### src/hw/rtl/arp_pkg.sv
`timescale 1ns / 1ps
`default_nettype none
package arp_pkg;
    localparam int CACHE_DEPTH_DEF = 16;
    localparam int REQ_DEPTH_DEF   = 8;

    localparam logic [2:0] ACT_LOOKUP = 3'd0;
    localparam logic [2:0] ACT_INSERT = 3'd1;
    localparam logic [2:0] ACT_QUEUE  = 3'd2;
    localparam logic [2:0] ACT_REMOVE = 3'd3;
    localparam logic [2:0] ACT_TICK   = 3'd4;
    localparam logic [2:0] ACT_CLEAR  = 3'd5;

    localparam logic [2:0] KIND_LOOKUP = 3'd0;
    localparam logic [2:0] KIND_INSERT = 3'd1;
    localparam logic [2:0] KIND_QUEUE  = 3'd2;
    localparam logic [2:0] KIND_SEND   = 3'd3;
    localparam logic [2:0] KIND_DROP   = 3'd4;
    localparam logic [2:0] KIND_DONE   = 3'd5;

    localparam logic [7:0] TIMEOUT_RST = 8'd30;
    localparam logic [3:0] MAXSEND_RST = 4'd5;

    localparam logic [0:0] REG_TIMEOUT = 1'b0;
    localparam logic [0:0] REG_MAXSEND = 1'b1;

    typedef struct packed {
        logic [2:0]  kind;
        logic        hit;
        logic [47:0] mac;
        logic [31:0] ip;
        logic [3:0]  iface;
        logic        full;
        logic        last;
    } arp_result_t;
endpackage
`default_nettype wire

### src/hw/rtl/arp_cache_with_aging_core.sv
`timescale 1ns / 1ps
`default_nettype none
// Channel   Handshake               Payload
// in        in_valid / in_ready     action, target_ip, mac_addr, iface_index
// out       out_valid / out_ready   kind, hit, out_mac, out_ip, out_iface, table_full, last
// cfg       psel/penable/pwrite     paddr, pwdata, prdata, pready (always high)
//
// Each accepted item walks the cache slots for lookup, the request slots for queue/remove,
// both for insert and tick; clear and unknown actions go straight to the result. A single
// compare / age-update unit visits one slot per cycle; the tick request walk can stall.
// Reset clears the valid bits and config; slot payload is left as is.
// A result waits in the output register; a stall there holds the tick request walk and emit.
module arp_cache_with_aging_core #(
    parameter int CACHE_DEPTH = arp_pkg::CACHE_DEPTH_DEF,
    parameter int REQ_DEPTH   = arp_pkg::REQ_DEPTH_DEF
) (
    input  wire         clk,
    input  wire         rst_n,
    input  wire         in_valid,
    output logic        in_ready,
    input  wire  [2:0]  action,
    input  wire  [31:0] target_ip,
    input  wire  [47:0] mac_addr,
    input  wire  [3:0]  iface_index,
    output logic        out_valid,
    input  wire         out_ready,
    output logic [2:0]  kind,
    output logic        hit,
    output logic [47:0] out_mac,
    output logic [31:0] out_ip,
    output logic [3:0]  out_iface,
    output logic        table_full,
    output logic        last,
    input  wire         psel,
    input  wire         penable,
    input  wire         pwrite,
    input  wire  [2:0]  paddr,
    input  wire  [31:0] pwdata,
    output logic [31:0] prdata,
    output logic        pready
);
    import arp_pkg::*;

    localparam int CW = (CACHE_DEPTH > 1) ? $clog2(CACHE_DEPTH) : 1;
    localparam int RW = (REQ_DEPTH > 1) ? $clog2(REQ_DEPTH) : 1;

    localparam logic [2:0] ST_IDLE  = 3'd0;
    localparam logic [2:0] ST_CWALK = 3'd1;  // cache scan
    localparam logic [2:0] ST_RWALK = 3'd2;  // request scan
    localparam logic [2:0] ST_EMIT  = 3'd3;  // final result
    localparam logic [2:0] ST_TREQ  = 3'd4;  // tick request walk

    // configuration
    logic [7:0] timeout_reg;
    logic [3:0] maxsend_reg;
    logic       cfg_wr;
    assign pready = 1'b1;
    assign cfg_wr = psel && penable && pwrite;

    always_ff @(posedge clk or negedge rst_n)
    begin
        if (!rst_n)
        begin
            timeout_reg <= TIMEOUT_RST;
            maxsend_reg <= MAXSEND_RST;
        end
        else if (cfg_wr && paddr[1:0] == 2'b00)
        begin
            if (paddr[2] == REG_TIMEOUT)
            begin
                timeout_reg <= pwdata[7:0];
            end
            else
            begin
                maxsend_reg <= pwdata[3:0];
            end
        end
    end

    always_comb
    begin
        prdata = 32'd0;
        if (paddr[1:0] == 2'b00)
        begin
            if (paddr[2] == REG_TIMEOUT)
            begin
                prdata = {24'd0, timeout_reg};
            end
            else
            begin
                prdata = {28'd0, maxsend_reg};
            end
        end
    end

    // slot storage; valid bits reset, payload does not
    logic [CACHE_DEPTH-1:0] cvalid_reg;
    logic [31:0]            cip_mem  [CACHE_DEPTH];
    logic [47:0]            cmac_mem [CACHE_DEPTH];
    logic [7:0]             cage_mem [CACHE_DEPTH];
    logic [REQ_DEPTH-1:0]   rvalid_reg;
    logic [31:0]            rip_mem  [REQ_DEPTH];
    logic [3:0]             rif_mem  [REQ_DEPTH];
    logic [3:0]             rsent_mem[REQ_DEPTH];

    // sequencer
    logic [2:0]  state_reg;
    logic [2:0]  act_reg;
    logic [31:0] ip_reg;
    logic [47:0] mac_reg;
    logic [3:0]  if_reg;
    logic [CW:0] ci_reg;
    logic [RW:0] ri_reg;
    logic        found_reg;     // lookup hit / insert slot found
    logic [CW-1:0] fslot_reg;   // chosen cache slot
    logic [47:0] fmac_reg;
    logic        rfound_reg;    // request for ip pending
    logic        rfree_reg;
    logic [RW-1:0] rslot_reg;   // lowest free request slot

    logic        ob_busy;
    logic        ld;
    arp_result_t ld_data;
    arp_result_t od;

    arp_out_reg u_out (
        .clk(clk), .rst_n(rst_n), .load(ld), .load_data(ld_data),
        .busy(ob_busy), .out_valid(out_valid), .out_ready(out_ready), .out_data(od)
    );

    assign kind       = od.kind;
    assign hit        = od.hit;
    assign out_mac    = od.mac;
    assign out_ip     = od.ip;
    assign out_iface  = od.iface;
    assign table_full = od.full;
    assign last       = od.last;

    assign in_ready = (state_reg == ST_IDLE);

    logic [CW-1:0] cidx;
    logic [RW-1:0] ridx;
    logic [7:0]    age_inc;
    assign cidx    = ci_reg[CW-1:0];
    assign ridx    = ri_reg[RW-1:0];
    assign age_inc = (cage_mem[cidx] == 8'hFF) ? 8'hFF : cage_mem[cidx] + 8'd1;

    logic c_end, r_end;
    assign c_end = (ci_reg == (CW+1)'(CACHE_DEPTH - 1));
    assign r_end = (ri_reg == (RW+1)'(REQ_DEPTH - 1));

    always_comb
    begin
        ld      = 1'b0;
        ld_data = '0;
        if (!ob_busy)
        begin
            if (state_reg == ST_EMIT)
            begin
                ld = 1'b1;
                ld_data.last = 1'b1;
                unique case (act_reg)
                    ACT_LOOKUP:
                    begin
                        ld_data.kind = KIND_LOOKUP;
                        ld_data.hit  = found_reg;
                        ld_data.mac  = found_reg ? fmac_reg : 48'd0;
                    end
                    ACT_INSERT:
                    begin
                        ld_data.kind = KIND_INSERT;
                        ld_data.hit  = rfound_reg;
                        ld_data.full = !found_reg;
                    end
                    ACT_QUEUE:
                    begin
                        ld_data.kind = KIND_QUEUE;
                        ld_data.hit  = !rfound_reg && rfree_reg;
                        ld_data.full = !rfound_reg && !rfree_reg;
                    end
                    default:
                    begin
                        ld_data.kind = KIND_DONE;
                    end
                endcase
            end
            else if (state_reg == ST_TREQ && rvalid_reg[ridx])
            begin
                ld = 1'b1;
                ld_data.kind  = (rsent_mem[ridx] >= maxsend_reg) ? KIND_DROP : KIND_SEND;
                ld_data.ip    = rip_mem[ridx];
                ld_data.iface = rif_mem[ridx];
            end
        end
    end

    always_ff @(posedge clk or negedge rst_n)
    begin
        if (!rst_n)
        begin
            state_reg  <= ST_IDLE;
            cvalid_reg <= '0;
            rvalid_reg <= '0;
        end
        else
        begin
            unique case (state_reg)
                ST_IDLE:
                begin
                    if (in_valid)
                    begin
                        unique case (action)
                            ACT_LOOKUP, ACT_INSERT, ACT_TICK: state_reg <= ST_CWALK;
                            ACT_QUEUE, ACT_REMOVE:            state_reg <= ST_RWALK;
                            ACT_CLEAR:
                            begin
                                cvalid_reg <= '0;
                                rvalid_reg <= '0;
                                state_reg  <= ST_EMIT;
                            end
                            default: state_reg <= ST_EMIT;
                        endcase
                    end
                end
                ST_CWALK:
                begin
                    // age and expire one slot per cycle on tick
                    if (act_reg == ACT_TICK && cvalid_reg[cidx] && age_inc > timeout_reg)
                    begin
                        cvalid_reg[cidx] <= 1'b0;
                    end
                    if (c_end)
                    begin
                        if (act_reg == ACT_LOOKUP)
                        begin
                            state_reg <= ST_EMIT;
                        end
                        else if (act_reg == ACT_TICK)
                        begin
                            state_reg <= ST_TREQ;
                        end
                        else
                        begin
                            state_reg <= ST_RWALK;
                        end
                    end
                end
                ST_RWALK:
                begin
                    if (act_reg == ACT_REMOVE && rvalid_reg[ridx] && rip_mem[ridx] == ip_reg)
                    begin
                        rvalid_reg[ridx] <= 1'b0;
                    end
                    if (r_end)
                    begin
                        state_reg <= ST_EMIT;
                    end
                end
                ST_TREQ:
                begin
                    if (!ob_busy)
                    begin
                        if (rvalid_reg[ridx] && rsent_mem[ridx] >= maxsend_reg)
                        begin
                            rvalid_reg[ridx] <= 1'b0;
                        end
                        if (r_end)
                        begin
                            state_reg <= ST_EMIT;
                        end
                    end
                end
                ST_EMIT:
                begin
                    if (!ob_busy)
                    begin
                        if (act_reg == ACT_INSERT && found_reg)
                        begin
                            cvalid_reg[fslot_reg] <= 1'b1;
                        end
                        if (act_reg == ACT_QUEUE && !rfound_reg && rfree_reg)
                        begin
                            rvalid_reg[rslot_reg] <= 1'b1;
                        end
                        state_reg <= ST_IDLE;
                    end
                end
                default: state_reg <= ST_IDLE;
            endcase
        end
    end

    // datapath: counters, capture, slot payload writes
    always_ff @(posedge clk)
    begin
        unique case (state_reg)
            ST_IDLE:
            begin
                act_reg    <= action;
                ip_reg     <= target_ip;
                mac_reg    <= mac_addr;
                if_reg     <= iface_index;
                ci_reg     <= '0;
                ri_reg     <= '0;
                found_reg  <= 1'b0;
                rfound_reg <= 1'b0;
                rfree_reg  <= 1'b0;
                fslot_reg  <= '0;
                rslot_reg  <= '0;
                fmac_reg   <= '0;
            end
            ST_CWALK:
            begin
                ci_reg <= ci_reg + 1'b1;
                if (!found_reg)
                begin
                    if (act_reg == ACT_LOOKUP && cvalid_reg[cidx] && cip_mem[cidx] == ip_reg)
                    begin
                        found_reg <= 1'b1;
                        fmac_reg  <= cmac_mem[cidx];
                    end
                    if (act_reg == ACT_INSERT && !cvalid_reg[cidx])
                    begin
                        found_reg <= 1'b1;
                        fslot_reg <= cidx;
                    end
                end
                if (act_reg == ACT_TICK && cvalid_reg[cidx])
                begin
                    cage_mem[cidx] <= age_inc;
                end
            end
            ST_RWALK:
            begin
                ri_reg <= ri_reg + 1'b1;
                if (rvalid_reg[ridx] && rip_mem[ridx] == ip_reg)
                begin
                    rfound_reg <= 1'b1;
                end
                if (!rfree_reg && !rvalid_reg[ridx])
                begin
                    rfree_reg <= 1'b1;
                    rslot_reg <= ridx;
                end
            end
            ST_TREQ:
            begin
                if (!ob_busy)
                begin
                    ri_reg <= ri_reg + 1'b1;
                    if (rvalid_reg[ridx] && rsent_mem[ridx] < maxsend_reg)
                    begin
                        rsent_mem[ridx] <= rsent_mem[ridx] + 4'd1;
                    end
                end
            end
            ST_EMIT:
            begin
                if (!ob_busy)
                begin
                    if (act_reg == ACT_INSERT && found_reg)
                    begin
                        cip_mem[fslot_reg]  <= ip_reg;
                        cmac_mem[fslot_reg] <= mac_reg;
                        cage_mem[fslot_reg] <= 8'd0;
                    end
                    if (act_reg == ACT_QUEUE && !rfound_reg && rfree_reg)
                    begin
                        rip_mem[rslot_reg]   <= ip_reg;
                        rif_mem[rslot_reg]   <= if_reg;
                        rsent_mem[rslot_reg] <= 4'd0;
                    end
                end
            end
            default:
            begin
                ci_reg <= '0;
            end
        endcase
    end
endmodule
`default_nettype wire

### src/hw/rtl/arp_out_reg.sv
`timescale 1ns / 1ps
`default_nettype none
module arp_out_reg (
    input  wire                  clk,
    input  wire                  rst_n,
    input  wire                  load,
    input  arp_pkg::arp_result_t load_data,
    output logic                 busy,
    output logic                 out_valid,
    input  wire                  out_ready,
    output arp_pkg::arp_result_t out_data
);
    import arp_pkg::*;

    logic        valid_reg;
    arp_result_t data_reg;

    always_ff @(posedge clk or negedge rst_n)
    begin
        if (!rst_n)
        begin
            valid_reg <= 1'b0;
        end
        else if (load)
        begin
            valid_reg <= 1'b1;
        end
        else if (out_ready)
        begin
            valid_reg <= 1'b0;
        end
    end

    always_ff @(posedge clk)
    begin
        if (load)
        begin
            data_reg <= load_data;
        end
    end

    // loading is allowed when empty or being drained this cycle
    assign busy      = valid_reg && !out_ready;
    assign out_valid = valid_reg;
    assign out_data  = data_reg;
endmodule
`default_nettype wire

### config.mk
export PLATFORM = sky130hd
export DESIGN_NAME = arp_cache_with_aging_core
export DESIGN_NICKNAME = d
export VERILOG_FILES = /design/src/hw/rtl/arp_pkg.sv /design/src/hw/rtl/arp_cache_with_aging_core.sv /design/src/hw/rtl/arp_out_reg.sv
export SDC_FILE = /design/constraint.sdc
export NUM_CORES = 2
export LEC_CHECK = 0
export BUFFER_PORTS_ARGS = -buffer_cell sky130_fd_sc_hd__buf_2
export CORE_ASPECT_RATIO = 1.2
export CORE_MARGIN = 2
export CORE_UTILIZATION = 24
export DETAILED_ROUTE_END_ITERATION = 10
export PLACE_DENSITY_LB_ADDON = 0.3
export SLEW_MARGIN = 20
export SYNTH_ARGS = -nofsm -noshare
export SYNTH_HDL_FRONTEND = slang
export SYNTH_HIERARCHICAL = 1
export SYNTH_SLANG_ARGS = --single-unit
### constraint.sdc
create_clock -name clk -period 13.87 [get_ports clk]
set_input_delay 2.0805 -clock clk [delete_from_list [all_inputs] [get_ports clk]]
set_output_delay 2.0805 -clock clk [all_outputs]
set_load 0.1 [all_outputs]
# After elaboration in Yosys (flattened, before gate mapping)
# Memories as Yosys holds them, arrays and structs flattened. A register that Yosys moved wholly into a read port is not among the register bits.
# Cells that the tools add are included.
[totals]
ramBits = 1728
reg_bits = 280
mem_count = 6
word_cells = 243
[mem_list]
columns = ["memory", "depth", "width", "rd", "rd_ports_with_merged_regs", "write_ports", "line_no", "rtl"]
rows = [
  ["cmac_mem", 16, 48, 1, 1, 1, "arp_cache_with_aging_core.sv:99", "logic [47:0] cmac_mem [CACHE_DEPTH];"],
  ["cip_mem", 16, 32, 1, 1, 1, "arp_cache_with_aging_core.sv:98", "logic [31:0] cip_mem [CACHE_DEPTH];"],
  ["rip_mem", 8, 32, 1, 1, 1, "arp_cache_with_aging_core.sv:102", "logic [31:0] rip_mem [REQ_DEPTH];"],
  ["cage_mem", 16, 8, 1, 1, 1, "arp_cache_with_aging_core.sv:100", "logic [7:0] cage_mem [CACHE_DEPTH];"],
  ["rif_mem", 8, 4, 1, 1, 1, "arp_cache_with_aging_core.sv:103", "logic [3:0] rif_mem [REQ_DEPTH];"],
  ["rsent_mem", 8, 4, 1, 1, 1, "arp_cache_with_aging_core.sv:104", "logic [3:0] rsent_mem[REQ_DEPTH];"],
]
[classes]
mux = 95
n_eq_ne = 33
reduce_logical = 59
n_bitwise = 11
magnitude_cmp = 11
addsub = 4
[op_table]
columns = ["cell", "count"]
rows = [
  ["48-bit two-way mux", 2],
  ["48-bit one-hot mux with 2 select lines", 1],
  ["8-bit two-way mux", 11],
  ["16-bit two-way mux", 5],
  ["32-bit equality test", 2],
  ["16-bit one-hot mux with 3 select lines", 1],
  ["3-bit two-way mux", 14],
  ["1-bit two-way mux", 34],
  ["4-bit two-way mux", 8],
  ["8-bit one-hot mux with 4 select lines", 1],
  ["1-bit logical AND", 25],
  ["2-bit inequality test (second input constant)", 11],
  ["3-bit by 2-bit equality test with 1-bit output (second input constant)", 6],
  ["16-bit bitwise AND", 1],
  ["16-bit NOT", 1],
  ["16-bit bitwise OR", 1],
  ["3-bit one-hot mux with 5 select lines", 1],
  ["3-bit equality test (second input constant)", 4],
  ["4-bit one-hot mux with 3 select lines", 1],
  ["4-bit by 5-bit less-than comparator with 1-bit output (second input constant)", 2],
  ["5-bit one-hot mux with 2 select lines", 1],
  ["2-bit AND reduction", 5],
  ["3-bit by 1-bit equality test with 1-bit output (second input constant)", 3],
  ["3-bit logical NOT", 3],
  ["other kinds (40)", 69],
]

# Logic depth before layout (Yosys ltp)
[depth]
depth_word = 9
depth_mapped = 19
mapped_depth_nobuf = 16

# Cells and area by module
# The synthesis kept the hierarchy.
[by_module_without_submodules]
columns = ["module", "area_each_um2", "cells_each", "seq_area_each_um2", "n_inst"]
rows = [
  ["arp_cache_with_aging_core", 75476.1, 3572, 57637.8, 1],
  ["arp_out_reg", 2747.6, 93, 2727.6, 1],
]

# Least setup slack after synthesis
# No wires, ideal clock.
[synth_timing]
path_kind = "register -> output"
startpoint = "register state_reg[1]"
endpoint = "output in_ready"
stages_incl_launch_ff = 6
n_path_buf = 4
path_slack_ns = 5.817
arrival_ns = 5.973
path_cell_list = "dfrtp_1 > clkbuf_1 > clkbuf_1 > buf_1 > clkbuf_1 > nor2_1"
[synth_between]
elab_chain_len = 1
[synth_lines]
columns = ["element", "line_no", "rtl"]
rows = [
  ["start, declared", "arp_cache_with_aging_core.sv:107", "logic [2:0] state_reg;"],
  ["start signal, assigned", "arp_cache_with_aging_core.sv:201", "state_reg <= ST_IDLE;"],
  ["start signal, assigned", "arp_cache_with_aging_core.sv:213", "ACT_LOOKUP, ACT_INSERT, ACT_TICK: state_reg <= ST_CWALK;"],
  ["start signal, assigned", "arp_cache_with_aging_core.sv:214", "ACT_QUEUE, ACT_REMOVE: state_reg <= ST_RWALK;"],
  ["3-bit logical NOT", "arp_cache_with_aging_core.sv:139", "assign in_ready = (state_reg == ST_IDLE);"],
  ["end, declared", "arp_cache_with_aging_core.sv:20", "output logic in_ready,"],
]
# No other way between the ends.

==> metrics.md <==
| Metric | Value |
|---|---|
| Met2 Routed Length | `95,700 µm` |
| Total grt overflow | `0` |
| Die Width | `around 530 µm` |
| Internal power | `12.2 mW` |
| Final min period | `6.47 ns` |
| H-Tree Level Count | `4` |
| FF+latch area | `60,400 µm²` |
| P per Cell Area | `roughly 190 nW/µm²` |
| Post-Route M1 WL | `between 90,000 and 100,000 µm` |
| Worst-path clk slew | `roughly 0.06 ns` |
| Total net switching power | `between 5 and 6 mW` |
| Final setup violating endpoints | `0` |
| Synth Cell Area | `78,200 µm²` |
| Via/cell ratio | `4.41` |
| Synth Instances | `3,665` |
| Antenna violations before repair | `29` |
| Setup CP Type | `register to register` |
| Static leakage | `28.5 nW` |
| CP arrival | `a little under 7 ns` |
| Bufs and invs on worst path | `5` |
| Combinational share of power | `24.4%` |
| CP delay by family, top | `buffers and inverters` |
| FF+latch count, synth | `around 2,000` |
| Setup slack, reg-to-reg | `7.40 ns` |
| Biggest register | `cmac_mem` |
| Final ANT Viol Nets | `0` |
| Avg Synthesized Cell Area | `21.3 µm²` |
| Hold Path Depth | `1` |
| Worst R2R End | `fmac_reg[6]$_SDFFCE_PN0P_` |
| Fmax | `0.155 GHz` |
| Dpl hpwl | `around 110,000 µm` |
| Crit-path most repeated cell | `buf_4` |
| R2r worst-path depth | `13` |
| First-pass GRT wire length | `between 200,000 and 300,000 µm` |
| Synth unique cells | `68` |
| Gr usage total | `12.0%` |
| Clk_lat worst skew | `0.89 ns` |
| WP data required | `14.32 ns` |
| Post-synth EDFFs | `1,972` |
| Top flop regs | `cmac_mem x768, cip_mem x512, rip_mem x256` |
| RSZ-0062 raised after global routing | `false` |
| Worst Setup EP | `fmac_reg[6]$_SDFFCE_PN0P_` |
| Max FFs per register | `roughly 770` |
| P&R area growth vs syn | `17.1%` |
| Final WL | `about 200,000 µm` |
| CTS Hold Bufs | `0` |
| # port buffers | `between 200 and 250` |
| Warnings, synthesis | `6` |
| Cell Rows | `229` |
| # resized after CTS | `0` |
| WL/cell | `23.9 µm` |
| CTS Sinks | `between 2,000 and 2,500` |
| DRT Pass-1 Iters | `5` |
| Max-slew violations | `0` |
| Initial cell density of the core | `24.1%` |
| Multi-input logic area | `17,100 µm²` |
| Post-layout util | `28.2%` |
| Chip height | `629 µm` |
| Met3 wire length | `10,900 µm` |
| Max Cap Viol | `0` |
| Slew headroom | `between 20% and 30%` |
| Ports | `254` |
| CTS buffer count | `around 220` |
| Worst Setup End Kind | `register` |
| Setup crit start kind | `register` |
| Core box area | `324,000 µm²` |
| Maximum clock path buffer count | `4` |
| Max incr delay on CP | `0.70 ns` |
| Post-route clock skew | `~0.079 ns` |
| Worst-path cell chain | `buf_4 > buf_4 > buf_4 > mux4_2 > mux2i_1 > mux2i_1 > xnor2_1 > nand4_1 > a211oi_1 > nand4_1 > o22ai_4 > buf_4 > buf_4` |
| Clk pwr share | `31.5%` |
| Flop pwr share | `44.1%` |
| Outcome | `completed` |
| Fin nets | `between 4,000 and 5,000` |
| Remaining DRCs | `0` |
| Die ar. | `331,000 µm²` |
| CP Depth | `13` |
| Switching share of total power | `30.3%` |
| Crit-path max FO | `34` |
| Period utilization | `46.7%` |
| Via count | `37,300` |
| Hold Fails Final Rpt | `0` |
| Max Used Layer | `met5` |
| Least-Margin Pin Slew | `~1.1 ns` |
| Fill cell count | `32,000` |
| VDD IR max | `0.141 mV` |
| Hold Path Class | `register to register` |
| GP Congestion | `0.770` |
| Drt first-iter violations | `~3,400` |
| CTS tree | `yes` |
| Most used DFF post-synth | `edfxtp_1` |
| Root Buffer | `clkbuf_16` |
| Most frequent cells in the layout | `edfxtp_1, mux4_2, clkbuf_16` |
| Total setup buffers inserted after CTS | `0` |
| Vias in the first global route | `39,200` |
| Largest net degree at the start of global routing | `133` |
| Synth async-reset ratio | `slightly below 2%` |
| Slowest cell on crit path | `dfxtp_4` |
| Setup TNS | `0 ns` |
| Layout cells sized above 1 | `26.8%` |
| Sequential fraction of the synthesis area | `77.2%` |
| Commonest non-fill, non-tap cell in the layout | `edfxtp_1` |
## final cells by class
type	instances	share of cell area [%]
inverters	38	0.167
diodes	10	0.0273
repair buffers	309	2.11
flip-flops and latches	2019	65.9
clock buffers	269	6.13
clock inverters	118	1.13
well taps	4273	5.84
multi-input cells	1436	18.7
## per-layer routing
metal	GRT usage, %	up-vias
li1	-	15800
met1	16.8	20100
met2	19.5	1092
met3	1.76	309
met4	2.91	2
met5	0	-
## how the worst min path moves through the flow
stage / slack [ns] / from / end
CTS: 0.49 / cvalid_reg[11]$_DFFE_PN0P_ / cvalid_reg[11]$_DFFE_PN0P_
detailed placement: 0.48 / cvalid_reg[11]$_DFFE_PN0P_ / cvalid_reg[11]$_DFFE_PN0P_
global placement: 0.47 / cvalid_reg[3]$_DFFE_PN0P_ / cvalid_reg[3]$_DFFE_PN0P_
finish: 0.49 / cvalid_reg[6]$_DFFE_PN0P_ / cvalid_reg[6]$_DFFE_PN0P_
floorplan: 0.45 / cvalid_reg[2]$_DFFE_PN0P_ / cvalid_reg[2]$_DFFE_PN0P_
global route: 0.51 / cvalid_reg[11]$_DFFE_PN0P_ / cvalid_reg[11]$_DFFE_PN0P_
## worst register-to-register path, stage by stage, from the launching register on
cell	delay [ns]
dfxtp_4	0.70
buf_4	0.61
buf_4	0.55
buf_4	0.63
mux4_2	0.61
mux2i_1	0.15
mux2i_1	0.13
xnor2_1	0.36
nand4_1	0.17
a211oi_1	0.38
nand4_1	0.39
o22ai_4	0.22
buf_4	0.41
buf_4	0.73
## metrics by stage
| step | worst slack [ns] | area, µm² | std cells | power, mW | hold WS (ns) |
|---|---|---|---|---|---|
| floorplan | 5.82 | 78300 | 3688 | 10.9 | 0.455 |
| global placement | 6.64 | 84900 | 8074 | 12.2 | 0.471 |
| detailed placement | 6.61 | 84900 | 8074 | 12.2 | 0.476 |
| CTS | 7.09 | 91500 | 8461 | 17.8 | 0.489 |
| global route | 6.99 | 91600 | 8464 | 18.3 | 0.508 |
| finish | 7.40 | 91600 | 8472 | 17.5 | 0.494 |
## power by group through the flow
| stage | sequential [mW] | combinational, mW | clock [mW] |
|---|---|---|---|
| finish | 7.73 | 4.28 | 5.54 |
| detailed placement | 7.88 | 4.36 | 0 |
| CTS | 7.75 | 4.37 | 5.68 |
| global placement | 7.86 | 4.33 | 0 |
| floorplan | 8.11 | 2.77 | 0 |
| global route | 7.79 | 4.62 | 5.92 |
## cells by family after synthesis
kind of cell | after synthesis | synth area share [%]
xor+xnor | 71 | 0.795
fa+ha+maj | 20 | 0.320
buf+inv | 233 | 1.38
other cells | 2 | 0.00960
flops | 2019 | 77.2
mux | 618 | 15.3
compound gates | 195 | 1.66
simple gates | 507 | 3.32
## cell usage after synthesis (13+ instances only)
| cell | count | share of area, % |
|---|---|---|
| dfrtp_1 | 34 | 1.1 |
| buf_1 | 19 | 0.091 |
| xnor2_1 | 48 | 0.54 |
| nand4_1 | 14 | 0.11 |
| nor4_1 | 13 | 0.10 |
| o22a_1 | 17 | 0.19 |
| mux2i_1 | 146 | 1.9 |
| ha_1 | 20 | 0.32 |
| a22oi_1 | 26 | 0.25 |
| nand3_1 | 29 | 0.19 |
| and3_1 | 17 | 0.14 |
| a21oi_1 | 54 | 0.35 |
| mux4_2 | 456 | 13 |
| a31oi_1 | 14 | 0.11 |
| and2_1 | 62 | 0.50 |
| edfxtp_1 | 1972 | 76 |
| xor2_1 | 23 | 0.26 |
| nor3_1 | 28 | 0.18 |
| nor2_1 | 149 | 0.71 |
| clkbuf_1 | 83 | 0.40 |
| nand2_1 | 81 | 0.39 |
| buf_2 | 62 | 0.40 |
| nor2b_1 | 72 | 0.58 |
| buf_4 | 28 | 0.27 |
| o21ai_0 | 26 | 0.17 |
| inv_1 | 32 | 0.15 |
(Power assumes the default switching activity.)
